--- config.mk ---
export PLATFORM = sky130hd
export DESIGN_NAME = hex_septet_unpacker_flat
export DESIGN_NICKNAME = d
export VERILOG_FILES = /design/src/hw/rtl/hsu_pkg.sv /design/src/hw/rtl/hsu_if.sv /design/src/hw/rtl/hex_septet_unpacker.sv /design/src/hw/rtl/hsu_decode.sv /design/src/flat_wrapper.sv
export SDC_FILE = /design/constraint.sdc
export NUM_CORES = 1
export LEC_CHECK = 0
export ABC_AREA = 1
export BUFFER_PORTS_ARGS = -buffer_cell sky130_fd_sc_hd__buf_2
export CORE_UTILIZATION = 25
export DETAILED_ROUTE_END_ITERATION = 16
export MAX_ROUTING_LAYER = met4
export PLACE_DENSITY = 0.39
export SLEW_MARGIN = 20
export SYNTH_ARGS = -nofsm -noshare
export SYNTH_HDL_FRONTEND = slang
export SYNTH_HIERARCHICAL = 1
export SYNTH_SLANG_ARGS = --single-unit
--- constraint.sdc ---
create_clock -name clk -period 3 [get_ports clk]
set_input_delay 0 -clock clk [delete_from_list [all_inputs] [get_ports clk]]
set_output_delay 0 -clock clk [all_outputs]
set_load 0.05 [all_outputs]
--- src/hw/rtl/hsu_pkg.sv ---
// ----------------------------------------------------------------------------
// hsu_pkg
// Shared types, constants and the hex character mapping for the septet
// unpacker.
// ----------------------------------------------------------------------------
package hsu_pkg;

    localparam int CHAR_W    = 8;
    localparam int SEPTET_W  = 7;
    localparam int PHASE_W   = 3;

    localparam logic [CHAR_W-1:0]  CHAR_BASE   = 8'h30;
    localparam logic [CHAR_W-1:0]  ALPHA_GAP   = 8'd7;
    localparam logic [CHAR_W-1:0]  DIGIT_MAX   = 8'd9;
    localparam logic [CHAR_W-1:0]  NIBBLE_MAX  = 8'h0f;
    localparam logic [PHASE_W-1:0] PHASE_FIRST = 3'd0;
    localparam logic [PHASE_W-1:0] PHASE_LAST  = 3'd6;

    typedef struct packed {
        logic [CHAR_W-1:0] high_char;
        logic [CHAR_W-1:0] low_char;
        logic              message_end;
    } hsu_item_t;

    typedef struct packed {
        logic [SEPTET_W-1:0] septet_first;
        logic [SEPTET_W-1:0] septet_second;
        logic                bad_digit;
        logic                two_results;
        logic [PHASE_W-1:0]  phase_next;
        logic [CHAR_W-1:0]   prev_next;
    } hsu_dec_t;

    typedef struct packed {
        logic       ok;
        logic [3:0] nibble;
    } hsu_nibble_t;

    // Non-hex characters ':'..'@' also map into range; kept on purpose.
    function automatic hsu_nibble_t map_digit(input logic [CHAR_W-1:0] c);
        logic [CHAR_W-1:0] v;
        hsu_nibble_t       r;
        v = c - CHAR_BASE;
        if (v > DIGIT_MAX)
        begin
            v = v - ALPHA_GAP;
        end
        r.ok     = (v <= NIBBLE_MAX);
        r.nibble = v[3:0];
        return r;
    endfunction

endpackage

--- src/hw/rtl/hsu_if.sv ---
// ----------------------------------------------------------------------------
// hsu_if
// Valid/ready channels for hex character pairs in and septets out.
// ----------------------------------------------------------------------------
interface hsu_in_if;
    logic                      valid;
    logic                      ready;
    logic [hsu_pkg::CHAR_W-1:0] high_char;
    logic [hsu_pkg::CHAR_W-1:0] low_char;
    logic                      message_end;

    modport source (output valid, output high_char, output low_char,
                    output message_end, input ready);
    modport sink   (input valid, input high_char, input low_char,
                    input message_end, output ready);
endinterface

interface hsu_out_if;
    logic                         valid;
    logic                         ready;
    logic [hsu_pkg::SEPTET_W-1:0] septet;
    logic                         bad_digit;
    logic                         run_last;

    modport source (output valid, output septet, output bad_digit,
                    output run_last, input ready);
    modport sink   (input valid, input septet, input bad_digit,
                    input run_last, output ready);
endinterface

--- src/hw/rtl/hex_septet_unpacker.sv ---
// ----------------------------------------------------------------------------
// hex_septet_unpacker
// Unpacks 7-bit packed octets, each given as two ASCII hex characters,
// into septets.
// ----------------------------------------------------------------------------
// Usage:
//   in_ch  takes one octet per item: high_char, low_char, message_end.
//   out_ch gives septet, bad_digit and run_last; run_last marks the final
//   result of an input item.
//   An item passes the input register, then the result register, before
//   its first result is shown.
//   Throughput: one item per cycle while out_ch is ready. Every seventh
//   octet of a run yields a second septet, which holds the result register
//   while it is sent, so no item leaves the input register meanwhile.
//   A bad character gives one result with bad_digit set and restarts the
//   phase; message_end restarts it after the item.
//   Reset clears phase, previous octet and all valid flags.
//   When out_ch stalls, the input register still takes one more item,
//   then in_ch.ready drops until the result register frees up.
// ----------------------------------------------------------------------------
module hex_septet_unpacker
(
    input  logic            clk,
    input  logic            rst_n,
    hsu_in_if.sink          in_ch,
    hsu_out_if.source       out_ch
);
    import hsu_pkg::*;

    // input register
    logic               s1_valid_reg;
    hsu_item_t          s1_item_reg;

    // running state
    logic [PHASE_W-1:0] phase_reg;
    logic [CHAR_W-1:0]  prev_reg;

    // result register plus a slot for the second septet
    logic                out_valid_reg;
    logic [SEPTET_W-1:0] out_septet_reg;
    logic                out_bad_reg;
    logic                out_last_reg;
    logic                extra_valid_reg;
    logic [SEPTET_W-1:0] extra_septet_reg;

    hsu_dec_t dec;
    logic     in_fire;
    logic     out_fire;
    logic     can_load;
    logic     s1_move;

    hsu_decode u_decode
    (
        .item       (s1_item_reg),
        .phase      (phase_reg),
        .prev_octet (prev_reg),
        .dec        (dec)
    );

    assign out_fire = out_valid_reg && out_ch.ready;
    assign can_load = !extra_valid_reg && (!out_valid_reg || out_ch.ready);
    assign s1_move  = s1_valid_reg && can_load;
    assign in_ch.ready = !s1_valid_reg || can_load;
    assign in_fire  = in_ch.valid && in_ch.ready;

    assign out_ch.valid     = out_valid_reg;
    assign out_ch.septet    = out_septet_reg;
    assign out_ch.bad_digit = out_bad_reg;
    assign out_ch.run_last  = out_last_reg;

    always_ff @(posedge clk or negedge rst_n)
    begin
        if (!rst_n)
        begin
            s1_valid_reg    <= 1'b0;
            out_valid_reg   <= 1'b0;
            extra_valid_reg <= 1'b0;
            phase_reg       <= PHASE_FIRST;
            prev_reg        <= '0;
        end
        else
        begin
            if (in_fire)
            begin
                s1_valid_reg <= 1'b1;
            end
            else if (s1_move)
            begin
                s1_valid_reg <= 1'b0;
            end

            if (s1_move)
            begin
                out_valid_reg   <= 1'b1;
                extra_valid_reg <= dec.two_results;
                phase_reg       <= dec.phase_next;
                prev_reg        <= dec.prev_next;
            end
            else if (out_fire)
            begin
                out_valid_reg   <= extra_valid_reg;
                extra_valid_reg <= 1'b0;
            end
        end
    end

    always_ff @(posedge clk)
    begin
        if (in_fire)
        begin
            s1_item_reg.high_char   <= in_ch.high_char;
            s1_item_reg.low_char    <= in_ch.low_char;
            s1_item_reg.message_end <= in_ch.message_end;
        end

        if (s1_move)
        begin
            out_septet_reg   <= dec.septet_first;
            out_bad_reg      <= dec.bad_digit;
            out_last_reg     <= !dec.two_results;
            extra_septet_reg <= dec.septet_second;
        end
        else if (out_fire && extra_valid_reg)
        begin
            out_septet_reg <= extra_septet_reg;
            out_bad_reg    <= 1'b0;
            out_last_reg   <= 1'b1;
        end
    end

    // ------------------------------------------------------------------
    // Assertions
    // ------------------------------------------------------------------
    a_extra_needs_out: assert property (@(posedge clk) disable iff (!rst_n)
        extra_valid_reg |-> out_valid_reg)
        else $error("second septet pending without a first");

    a_phase_range: assert property (@(posedge clk) disable iff (!rst_n)
        phase_reg <= PHASE_LAST)
        else $error("phase out of range");

    a_bad_single: assert property (@(posedge clk) disable iff (!rst_n)
        (out_valid_reg && out_bad_reg) |->
            (out_last_reg && out_septet_reg == '0 && !extra_valid_reg))
        else $error("bad digit result malformed");

    a_first_not_last: assert property (@(posedge clk) disable iff (!rst_n)
        extra_valid_reg |-> !out_last_reg)
        else $error("first of two results marked last");

    a_pair_follows: assert property (@(posedge clk) disable iff (!rst_n)
        (out_fire && extra_valid_reg) |=> (out_valid_reg && out_last_reg))
        else $error("second septet not presented");

endmodule

--- src/hw/rtl/hsu_decode.sv ---
// ----------------------------------------------------------------------------
// hsu_decode
// Maps one character pair to an octet and forms the septet(s) for the
// current phase, plus the next phase and previous octet.
// ----------------------------------------------------------------------------
module hsu_decode
(
    input  hsu_pkg::hsu_item_t              item,
    input  logic [hsu_pkg::PHASE_W-1:0]     phase,
    input  logic [hsu_pkg::CHAR_W-1:0]      prev_octet,
    output hsu_pkg::hsu_dec_t               dec
);
    import hsu_pkg::*;

    hsu_nibble_t         hi;
    hsu_nibble_t         lo;
    logic [CHAR_W-1:0]   octet;
    logic [2*CHAR_W-1:0] joined;
    logic [3:0]          shamt;

    always_comb
    begin
        hi     = map_digit(item.high_char);
        lo     = map_digit(item.low_char);
        octet  = {hi.nibble, lo.nibble};
        // (b << p) | (prev >> (8 - p)) is a window of {b, prev}
        joined = {octet, prev_octet};
        shamt  = 4'(CHAR_W) - {1'b0, phase};

        dec.bad_digit     = !(hi.ok && lo.ok);
        dec.septet_first  = SEPTET_W'(joined >> shamt);
        dec.septet_second = octet[CHAR_W-1:1];
        dec.two_results   = 1'b0;
        dec.phase_next    = phase + 3'd1;
        dec.prev_next     = octet;

        if (dec.bad_digit)
        begin
            dec.septet_first = '0;
            dec.phase_next   = PHASE_FIRST;
            dec.prev_next    = '0;
        end
        else if (phase == PHASE_LAST)
        begin
            dec.two_results = 1'b1;
            dec.phase_next  = PHASE_FIRST;
        end

        if (item.message_end)
        begin
            dec.phase_next = PHASE_FIRST;
            dec.prev_next  = '0;
        end
    end

endmodule

--- src/flat_wrapper.sv ---
// flat-port wrapper written by rule: the top's interface ports become plain ports
module hex_septet_unpacker_flat import hsu_pkg::*;
  (clk, rst_n, in_ch_valid, in_ch_high_char, in_ch_low_char, in_ch_message_end, in_ch_ready, out_ch_valid, out_ch_septet, out_ch_bad_digit, out_ch_run_last, out_ch_ready);
  hsu_in_if in_ch_i ();
  hsu_out_if out_ch_i ();
  input  logic clk;
  input  logic rst_n;
  input wire logic [$bits(in_ch_i.valid)-1:0] in_ch_valid;
  input wire logic [$bits(in_ch_i.high_char)-1:0] in_ch_high_char;
  input wire logic [$bits(in_ch_i.low_char)-1:0] in_ch_low_char;
  input wire logic [$bits(in_ch_i.message_end)-1:0] in_ch_message_end;
  output wire logic [$bits(in_ch_i.ready)-1:0] in_ch_ready;
  output wire logic [$bits(out_ch_i.valid)-1:0] out_ch_valid;
  output wire logic [$bits(out_ch_i.septet)-1:0] out_ch_septet;
  output wire logic [$bits(out_ch_i.bad_digit)-1:0] out_ch_bad_digit;
  output wire logic [$bits(out_ch_i.run_last)-1:0] out_ch_run_last;
  input wire logic [$bits(out_ch_i.ready)-1:0] out_ch_ready;
  assign in_ch_i.valid = in_ch_valid;
  assign in_ch_i.high_char = in_ch_high_char;
  assign in_ch_i.low_char = in_ch_low_char;
  assign in_ch_i.message_end = in_ch_message_end;
  assign in_ch_ready = in_ch_i.ready;
  assign out_ch_valid = out_ch_i.valid;
  assign out_ch_septet = out_ch_i.septet;
  assign out_ch_bad_digit = out_ch_i.bad_digit;
  assign out_ch_run_last = out_ch_i.run_last;
  assign out_ch_i.ready = out_ch_ready;
  hex_septet_unpacker u_core (.clk(clk), .rst_n(rst_n), .in_ch(in_ch_i), .out_ch(out_ch_i));
endmodule
Word-level counts from Yosys, hierarchy flattened
Cells that the tools add are included.
{"block": "word_totals", "regBits": 47, "word_cells": 60}
{"block": "classes", "eq_ne": 1, "n_lt_le_gt_ge": 4, "reduce_logical": 16, "add_sub_neg": 6, "n_mux": 20, "n_shift": 1}
{"operator": "8-bit 2-to-1 mux", "n": 3}
{"operator": "7-bit 2-to-1 mux", "n": 3}
{"operator": "8-bit by 4-bit greater-than comparator with 1-bit output, second input constant", "n": 2}
{"operator": "8-bit by 4-bit less-or-equal comparator with 1-bit output, second input constant", "n": 2}
{"operator": "16-bit by 4-bit >> shifter with 7-bit output", "n": 1}
{"operator": "8-bit by 3-bit subtractor with 8-bit output, second input constant", "n": 2}
{"operator": "8-bit by 6-bit subtractor with 8-bit output, second input constant", "n": 2}
{"operator": "1-bit 2-to-1 mux", "n": 11}
{"operator": "11-bit 2-to-1 mux", "n": 1}
{"operator": "1-bit logical AND", "n": 6}
{"operator": "2-bit nonzero test", "n": 3}
{"operator": "1-bit logical NOT", "n": 5}
{"operator": "4-bit 2-to-1 mux", "n": 1}
{"operator": "4-bit by 3-bit subtractor with 4-bit output, first input constant", "n": 1}
{"operator": "3-bit by 1-bit adder with 3-bit output, second input constant", "n": 1}
{"operator": "3-bit equality test, second input constant", "n": 1}
{"operator": "3-bit 2-to-1 mux", "n": 1}
{"operator": "1-bit logical OR", "n": 2}

Logic depth before layout (Yosys ltp)
Gate-level depths: netlist (run 1).
{"block": "logic_depth", "ltp_word": 8, "mapped_depth": 18, "ltp_nobuf": 18}

Modules after synthesis
Netlist (run 1), hierarchy kept.
{"mod": "hex_septet_unpacker", "area_per_inst_um2": 1780.5, "n_inst": 1, "seq_area_each_um2": 1341.3, "cells_per_inst": 128}
{"mod": "hsu_decode", "area_per_inst_um2": 1571.5, "n_inst": 1, "seq_area_each_um2": 0.0, "cells_per_inst": 307}

Worst setup path after synthesis (run 1)
No wires, ideal clock.
{"block": "synth_path", "path_type": "reg2reg", "start": "register u_core.phase_reg[0]", "end": "register u_core.out_septet_reg[1], in the netlist u_core/out_ch.septet[1] (data pin)", "setup_time_ps": 253, "path_stages_with_launch": 14, "slack_ps": 467, "arrival_ps": 2280, "t_required_ps": 2747, "path_buffers": 3, "cell_sequence": "dfrtp_1 -> clkbuf_1 -> inv_1 -> buf_1 -> ha_1 -> inv_1 -> buf_1 -> nand3_1 -> nand3_1 -> nand2_1 -> nor2_1 -> nor2_1 -> nand4_1 -> nand2_1"}
{"element": "from (decl)", "line": "hex_septet_unpacker.sv:35", "text": "logic [PHASE_W-1:0] phase_reg;"}
{"element": "from (signal assigned)", "line": "hex_septet_unpacker.sv:96", "text": "phase_reg <= dec.phase_next;"}
{"element": "to (signal assigned)", "line": "hex_septet_unpacker.sv:118", "text": "out_septet_reg <= dec.septet_first;"}
{"element": "to (signal assigned)", "line": "hex_septet_unpacker.sv:125", "text": "out_septet_reg <= extra_septet_reg;"}
{"element": "to (decl)", "line": "hex_septet_unpacker.sv:40", "text": "logic [SEPTET_W-1:0] out_septet_reg;"}

==> results.md, run 1 <==
* Post-Synth Adder-Cell Area at 4.853%
* Port Buf Inserts at 31
* Initial antenna violation count at 0
* Average wire per cell in the routed design at 13.12 µm
* Outcome: complete, no violations
* Tcrit/Tclk final at 86.49%
* Fmax at 385.4 MHz
* Hpwl dp at 6493 µm
* Internal power at 1267 µW
* CP max stage cell: edfxtp_1
* Reg-to-Reg Start: u_core/s1_item_reg[9]
* Switch Pwr at 561.6 µW
* Synth Area in Simple Gates at 37.40%
* RSZ-0062 raised after global routing: no
* Net Count, Synth at 469
* Main combinational cell family by area after synthesis: simple AND/OR/NAND/NOR gates
* Hold slack at 0.1292 ns
* Placement Setup Slack at 0.3823 ns
* Setup TNS at 0 ns
* Worst-Margin Slew at 0.4969 ns
* Worst slew margin at 66.84%
* R2R setup slack at 0.41 ns
* CTS root buf: clkbuf_16
* Flops & latches, synth at 47
* Clock Latency Late Sink at 0.30 ns
* Leading cell types in the layout, fill and taps excluded: nand2_1, nand3_1, inv_1
* ANT cells at 0
* Max-Cap Viols at 0
* DRT iter0 DRCs at 159
* Synth Area per Inst at 7.706 µm²
* Area leader, netlist: edfxtp_1
* Final setup margin at 0.4053 ns
* Gr usage total at 13.88%
* FFs w/ async S/R, synth at 29.79%
* Fin crit period at 2.595 ns
* Worst path max stage delay at 0.46 ns
* CP Capture Type: register
* Via count at 2,921
* Seq pwr share at 43.0%
* CP Class: register to register
* Placement Rows at 41
* Delay-heaviest family, CP: simple AND/OR/NAND/NOR gates
* Iteration count of the initial detailed-routing pass at 4
* Die area at 0.01387 mm²
* Gr ovfl total at 0
* Commonest non-fill, non-tap cell in the layout: nand2_1
* Detailed-route DRC error count at 0
* Global-route wire length before repair at 14,730 µm
* EDFF count, synth at 33
* R2R Path End: u_core/phase_reg[0]
* WP data required at 3.24 ns
* CP max FO at 10
* Starting Density at 26.14%
* Mapped Cells at 435
* DR vias/cell at 4.432
* VDD IR max at 195.1 µV
* Slew Viols, Final at 0
* Final Hold Viols at 0
* Max FFs per register at 17
* HP Class: input pin to asynchronous set/reset pin
* Final wirelength at 8648 µm
* Placer congestion estimate at 0.8612
* Post-synthesis sequential area ratio at 40.01%
* CTS Buf Count at 5
* R2r worst-path depth at 15
* Vias in the first global route at 2,906
* Cell area power density at 449.9 mW/mm²
* Final Core Density at 31.69%
* Area grow syn2layout at 21.24%
* Xor and xnor area share after synthesis at 3.882%
* Nets@finish at 520
* Clock power share at 35.1%
* Sum of buffers and inverters on the critical path at 2
* Clock H-tree levels at 2
* Post-synth cell types at 35
* Switching share of power at 30.72%
* Worst Path Arrival at 2.83 ns
* Post CTS Setup Buffer Count at 0
* Core footprint at 0.01282 mm²
* Setup crit start kind: register
* Comb pwr share at 22.0%
* Synth warn at 6
* Die X at 117.8 µm
* Top cell type's share of synthesized area at 29.56%
* Clock Tree Buf Depth at 2
* Mux share of post-synthesis cell area at 0%
* Clock skew after layout at 0.008431 ns
* Ys flop type: edfxtp_1
* Io pins at 32
* Clock sink count at 47
* Lkg Pwr at 0.001929 µW
* CTS tree: yes
* Compound-gate portion of the synthesized area at 5.450%
* Most used cell, CP: nand2_1
* Crit-path cells: inv_1, ha_1, o21ai_0, nand3_2, nand3_4, nand2_1, nand2_1, nand2_1, nor2_1, nand2_1, nor2_8, inv_4, nor3_1, nand4_1, nand2_1
* Die height at 117.8 µm
* Proportion of layout cells with a drive suffix above 1 at 14.99%
* Detail Route Antenna Nets at 0
* Setup violators final at 0
* Pin count of the biggest net entering global routing at 23
* Clk slew on worst S/H paths at 0.07 ns
* Cell Area, Synth at 0.003352 mm²
* Synth area leaders: edfxtp_1, nand2_1, dfrtp_1, nand3_1, nand4_1
Yosys cell counts, drive strengths merged, types with 4 or more instances:
| master | number |
|---|---|
| nor2 | 30 |
| a21oi | 8 |
| nand3 | 51 |
| clkbuf | 5 |
| dfrtp | 14 |
| inv | 49 |
| nand4 | 32 |
| edfxtp | 33 |
| xor2 | 10 |
| ha | 13 |
| nor3 | 4 |
| buf | 10 |
| nand2 | 145 |
| o21ai | 21 |
| xnor2 | 4 |
worst max-delay path by stage:
| stage | start | to | depth (start not counted) |
|---|---|---|---|
| global placement | u_core/s1_item_reg[9] | u_core/out_ch.septet[0] | 15 |
| finish | u_core/s1_item_reg[9] | u_core/phase_reg[0] | 15 |
| CTS | u_core/s1_item_reg[9] | u_core/out_ch.septet[0] | 15 |
| detailed placement | u_core/s1_item_reg[9] | u_core/out_ch.run_last | 14 |
| floorplan | u_core/phase_reg[0] | u_core/out_ch.septet[1] | 13 |
| global route | u_core/s1_item_reg[9] | u_core/out_ch.septet[0] | 15 |
what timing repair did:
item / CTS / global route
endpoints found under the setup margin: 0 / 0
hold buffers: 20 / 0
gates resized for setup: 0 / 0
endpoints found under the hold margin: 33 / 0
metal layers:
| layer | part of all wire (%) | GRT usage (%) | up-vias |
|---|---|---|---|
| met5 | 0 | - | - |
| li1 | - | - | 1543 |
| met3 | 3.6 | 2.568 | 9 |
| met4 | 1.6 | 4.968 | 0 |
| met1 | 49 | 18.05 | 1317 |
| met2 | 45 | 21.47 | 52 |
power groups by stage:
stage	clock network (µW)	registers (µW)	logic, µW
final	641	785	402
after global routing	689	792	453
after CTS	672	786	406
after detailed placement	0	801	386
after global placement	0	801	392
after floorplan	0	850	239
final cells by class:
type	instances	area [µm²]
sequential	47	1341
inverter	49	186.4
clock inverter	1	8.758
tap	172	215.2
multi-input combinational	324	1733
clock buffer	7	163.9
timing repair buffer	59	415.4
fill	1421	8761
cell families after synthesis:
family,count (synthesis)
compound gates,33
xor+xnor,14
fa+ha+maj,13
buf+inv,64
flops,47
simple gates,264
per-stage QoR:
| stage | instance area [µm²] | cells | total power [µW] |
|---|---|---|---|
| 3_5_place_dp | 3691 | 631 | 1186 |
| 2_1_floorplan | 3352 | 435 | 1089 |
| 4_1_cts | 4064 | 659 | 1865 |
| 5_1_grt | 4064 | 659 | 1934 |
| 3_3_place_gp | 3691 | 631 | 1192 |
| 6_report | 4064 | 659 | 1828 |
No activity file was read; power rests on OpenSTA's default activity.
==> run 2, diff against run 1 <==
==> constraint.sdc (replaced) <==
create_clock -name clk -period 2.5 [get_ports clk]
set_input_delay 0 -clock clk [delete_from_list [all_inputs] [get_ports clk]]
set_output_delay 0 -clock clk [all_outputs]
set_load 0.05 [all_outputs]
==> run 2 against run 1 <==
Net effect:
- global-route usage is 0.49 points higher
- sequential cell count stayed put
- cell area is 10% higher
- register-to-register slack worse by 0.28 ns
- critical path depth stayed put
- via count is 6.8% higher
- non-clock buffer count is 26 higher
- sequential share of layout area is 3.0 points lower
- fmax is 9.4% higher
- clock-buffer cell count is 2 lower
- power is 26% higher
- first-iteration DRC count is 23% lower
- highest routed layer unchanged
==> results.md, run 2 (same netlist as run 1, synthesis figures left out) <==
* RSZ-0062 raised after global routing: yes
* Placement Setup Slack at 0.02196 ns (-0.3604 ns)
* Pin count of the biggest net entering global routing at 23 (unchanged)
* Clock skew after layout at 0.007189 ns (-0.001241 ns)
* CP Capture Type: register
* Iteration count of the initial detailed-routing pass at 4 (unchanged)
* Fmax at 421.8 MHz (+9.4%)
* FILL cells at 1,365 (-3.9%)
* Multi-input logic area at 0.001947 mm² (+12%)
* Gr usage total at 14.37% (+0.49 points)
* Worst path max stage delay at 0.44 ns (-0.02 ns)
* Global-route wire length before repair at 15,170 µm (+3.0%)
* DR vias/cell at 4.548 (+2.6%)
* Leading cell types in the layout, fill and taps excluded: nand2_1, inv_1, nand3_1
* Detailed-route DRC error count at 0 (unchanged)
* Fin cells at 686 (+4.1%)
* Worst slew margin at 65.38% (-1.5 points)
* CTS Buf Count at 5 (unchanged)
* Lkg Pwr at 0.002081 µW (+7.9%)
* Crit-path cells: inv_1, ha_1, o21ai_1, nand3_2, nand3_4, nand2_1, o21ai_2, inv_1, nor2_2, nand2_4, nor2_8, nand3_2, nor2_2, nand4_1, nand2_1
* Die area at 0.01387 mm² (unchanged)
* Clock Latency Late Sink at 0.30 ns (about the same)
* Tcrit/Tclk final at 94.84% (+8.3 points)
* Delay-heaviest family, CP: simple AND/OR/NAND/NOR gates
* Cell area power density at 516.1 mW/mm² (+15%)
* Placed insts at 646 (+2.4%)
* Final setup margin at 0.1291 ns (-0.2763 ns)
* Io pins at 32 (unchanged)
* Gr ovfl total at 0 (unchanged)
* Hold slack at 0.1197 ns (-0.009476 ns)
* Area grow syn2layout at 33.52%
* Outcome: complete, no violations
* Placer congestion estimate at 0.8421 (-2.2%)
* Worst Path Arrival at 2.54 ns (-0.29 ns)
* WP data required at 2.67 ns (-0.57 ns)
* CTS tree: yes
* Initial antenna violation count at 0 (unchanged)
* CTS root buf: clkbuf_16
* Proportion of layout cells with a drive suffix above 1 at 27.82% (+13 points)
* Nets@finish at 547 (+5.2%)
* Die X at 117.8 µm (unchanged)
* Hpwl dp at 6811 µm (+4.9%)
* Clk slew on worst S/H paths at 0.07 ns (about the same)
* CP max stage cell: edfxtp_1
* Clock H-tree levels at 2 (unchanged)
* Area taken by flip-flops and latches at 0.001341 mm² (unchanged)
* Setup violators final at 0 (unchanged)
* Fin crit period at 2.371 ns (-0.2237 ns)
* Port Buf Inserts at 31 (unchanged)
* Commonest non-fill, non-tap cell in the layout: nand2_1
* Clock sink count at 47 (unchanged)
* Max-Cap Viols at 0 (unchanged)
* Setup TNS at 0 ns (unchanged)
* DRT iter0 DRCs at 123 (-23%)
* HP Class: input pin to asynchronous set/reset pin
* Die height at 117.8 µm (unchanged)
* Core footprint at 0.01282 mm² (unchanged)
* ANT cells at 0 (unchanged)
* Via count at 3,120 (+6.8%)
* Average wire per cell in the routed design at 13.64 µm (+3.9%)
* Slew Viols, Final at 0 (unchanged)
* Vias in the first global route at 3,094 (+6.5%)
* Clock Tree Buf Depth at 2 (unchanged)
* CP max FO at 5 (-5)
* Placement Rows at 41 (unchanged)
* Sum of buffers and inverters on the critical path at 2 (unchanged)
* Final wirelength at 9357 µm (+8.2%)
* Detail Route Antenna Nets at 0 (unchanged)
* Worst-Margin Slew at 0.5187 ns (+0.02184 ns)
* Max FFs per register at 17 (unchanged)
* CP Class: register to register
* Starting Density at 26.14% (unchanged)
* Final Hold Viols at 0 (unchanged)
* VDD IR max at 230.6 µV (+18%)
* Setup crit start kind: register
## run 2: worst paths after layout
kind	slack, ns	from	cells past startpoint	to
min in group clk	0.41	in_ch_high_char[1]	2	u_core/s1_item_reg[10]
min	0.12	rst_n	2	u_core/extra_valid_reg
max reg2reg	0.13	u_core/s1_item_reg[9]	15	u_core/out_ch.septet[6]
max	0.13	u_core/s1_item_reg[9]	15	u_core/out_ch.septet[6]
max in group asynchronous	2.13	rst_n	2	u_core/prev_reg[5]
min reg2reg	0.48	u_core/prev_reg[2]	2	u_core/prev_reg[2]
## run 2: area by class of cell
cell class | instances | area share [%]
Timing Repair Buffer | 85 | 13.73
Inverter | 49 | 4.166
Multi-Input combinational cell | 325 | 43.50
Clock buffer | 5 | 2.796
Clock inverter | 3 | 1.034
Tap cell | 172 | 4.808
Sequential cell | 47 | 29.97
## run 2: metal layers
layer / share of wire (%) / GRT usage [%] / wire length, µm
met5: 0 / - / 0
met3: 4.0 / 3.295 / 376
met4: 1.9 / 4.808 / 175
met1: 47 / 17.01 / 4382
met2: 47 / 23.93 / 4422
## run 2: stage by stage
| step | power [µW] | instance area (µm²) | utilization, % |
|---|---|---|---|
| after CTS | 2287 | 4175 | 32.56 |
| after floorplan | 1307 | 3353 | - |
| final | 2310 | 4476 | 34.90 |
| after global placement | 1455 | 3804 | 29.66 |
| after global routing | 2445 | 4476 | 34.90 |
| after detailed placement | 1448 | 3804 | 29.66 |
## run 2: what timing repair did
| item | CTS | global route |
|---|---|---|
| gates resized for setup | 0 | 59 |
| endpoints found under the hold margin | 33 | 0 |
| setup endpoints to repair | 0 | 21 |
| hold buffers | 20 | 0 |
| buffers inserted | 0 | 11 |
## run 2: power breakdown
| group | leakage [µW] | internal (µW) | switching (µW) |
|---|---|---|---|
| Clock | 0.0000804 | 476 | 314 |
| Sequential | 0.000507 | 907 | 38.3 |
| Combinational | 0.00149 | 201 | 373 |
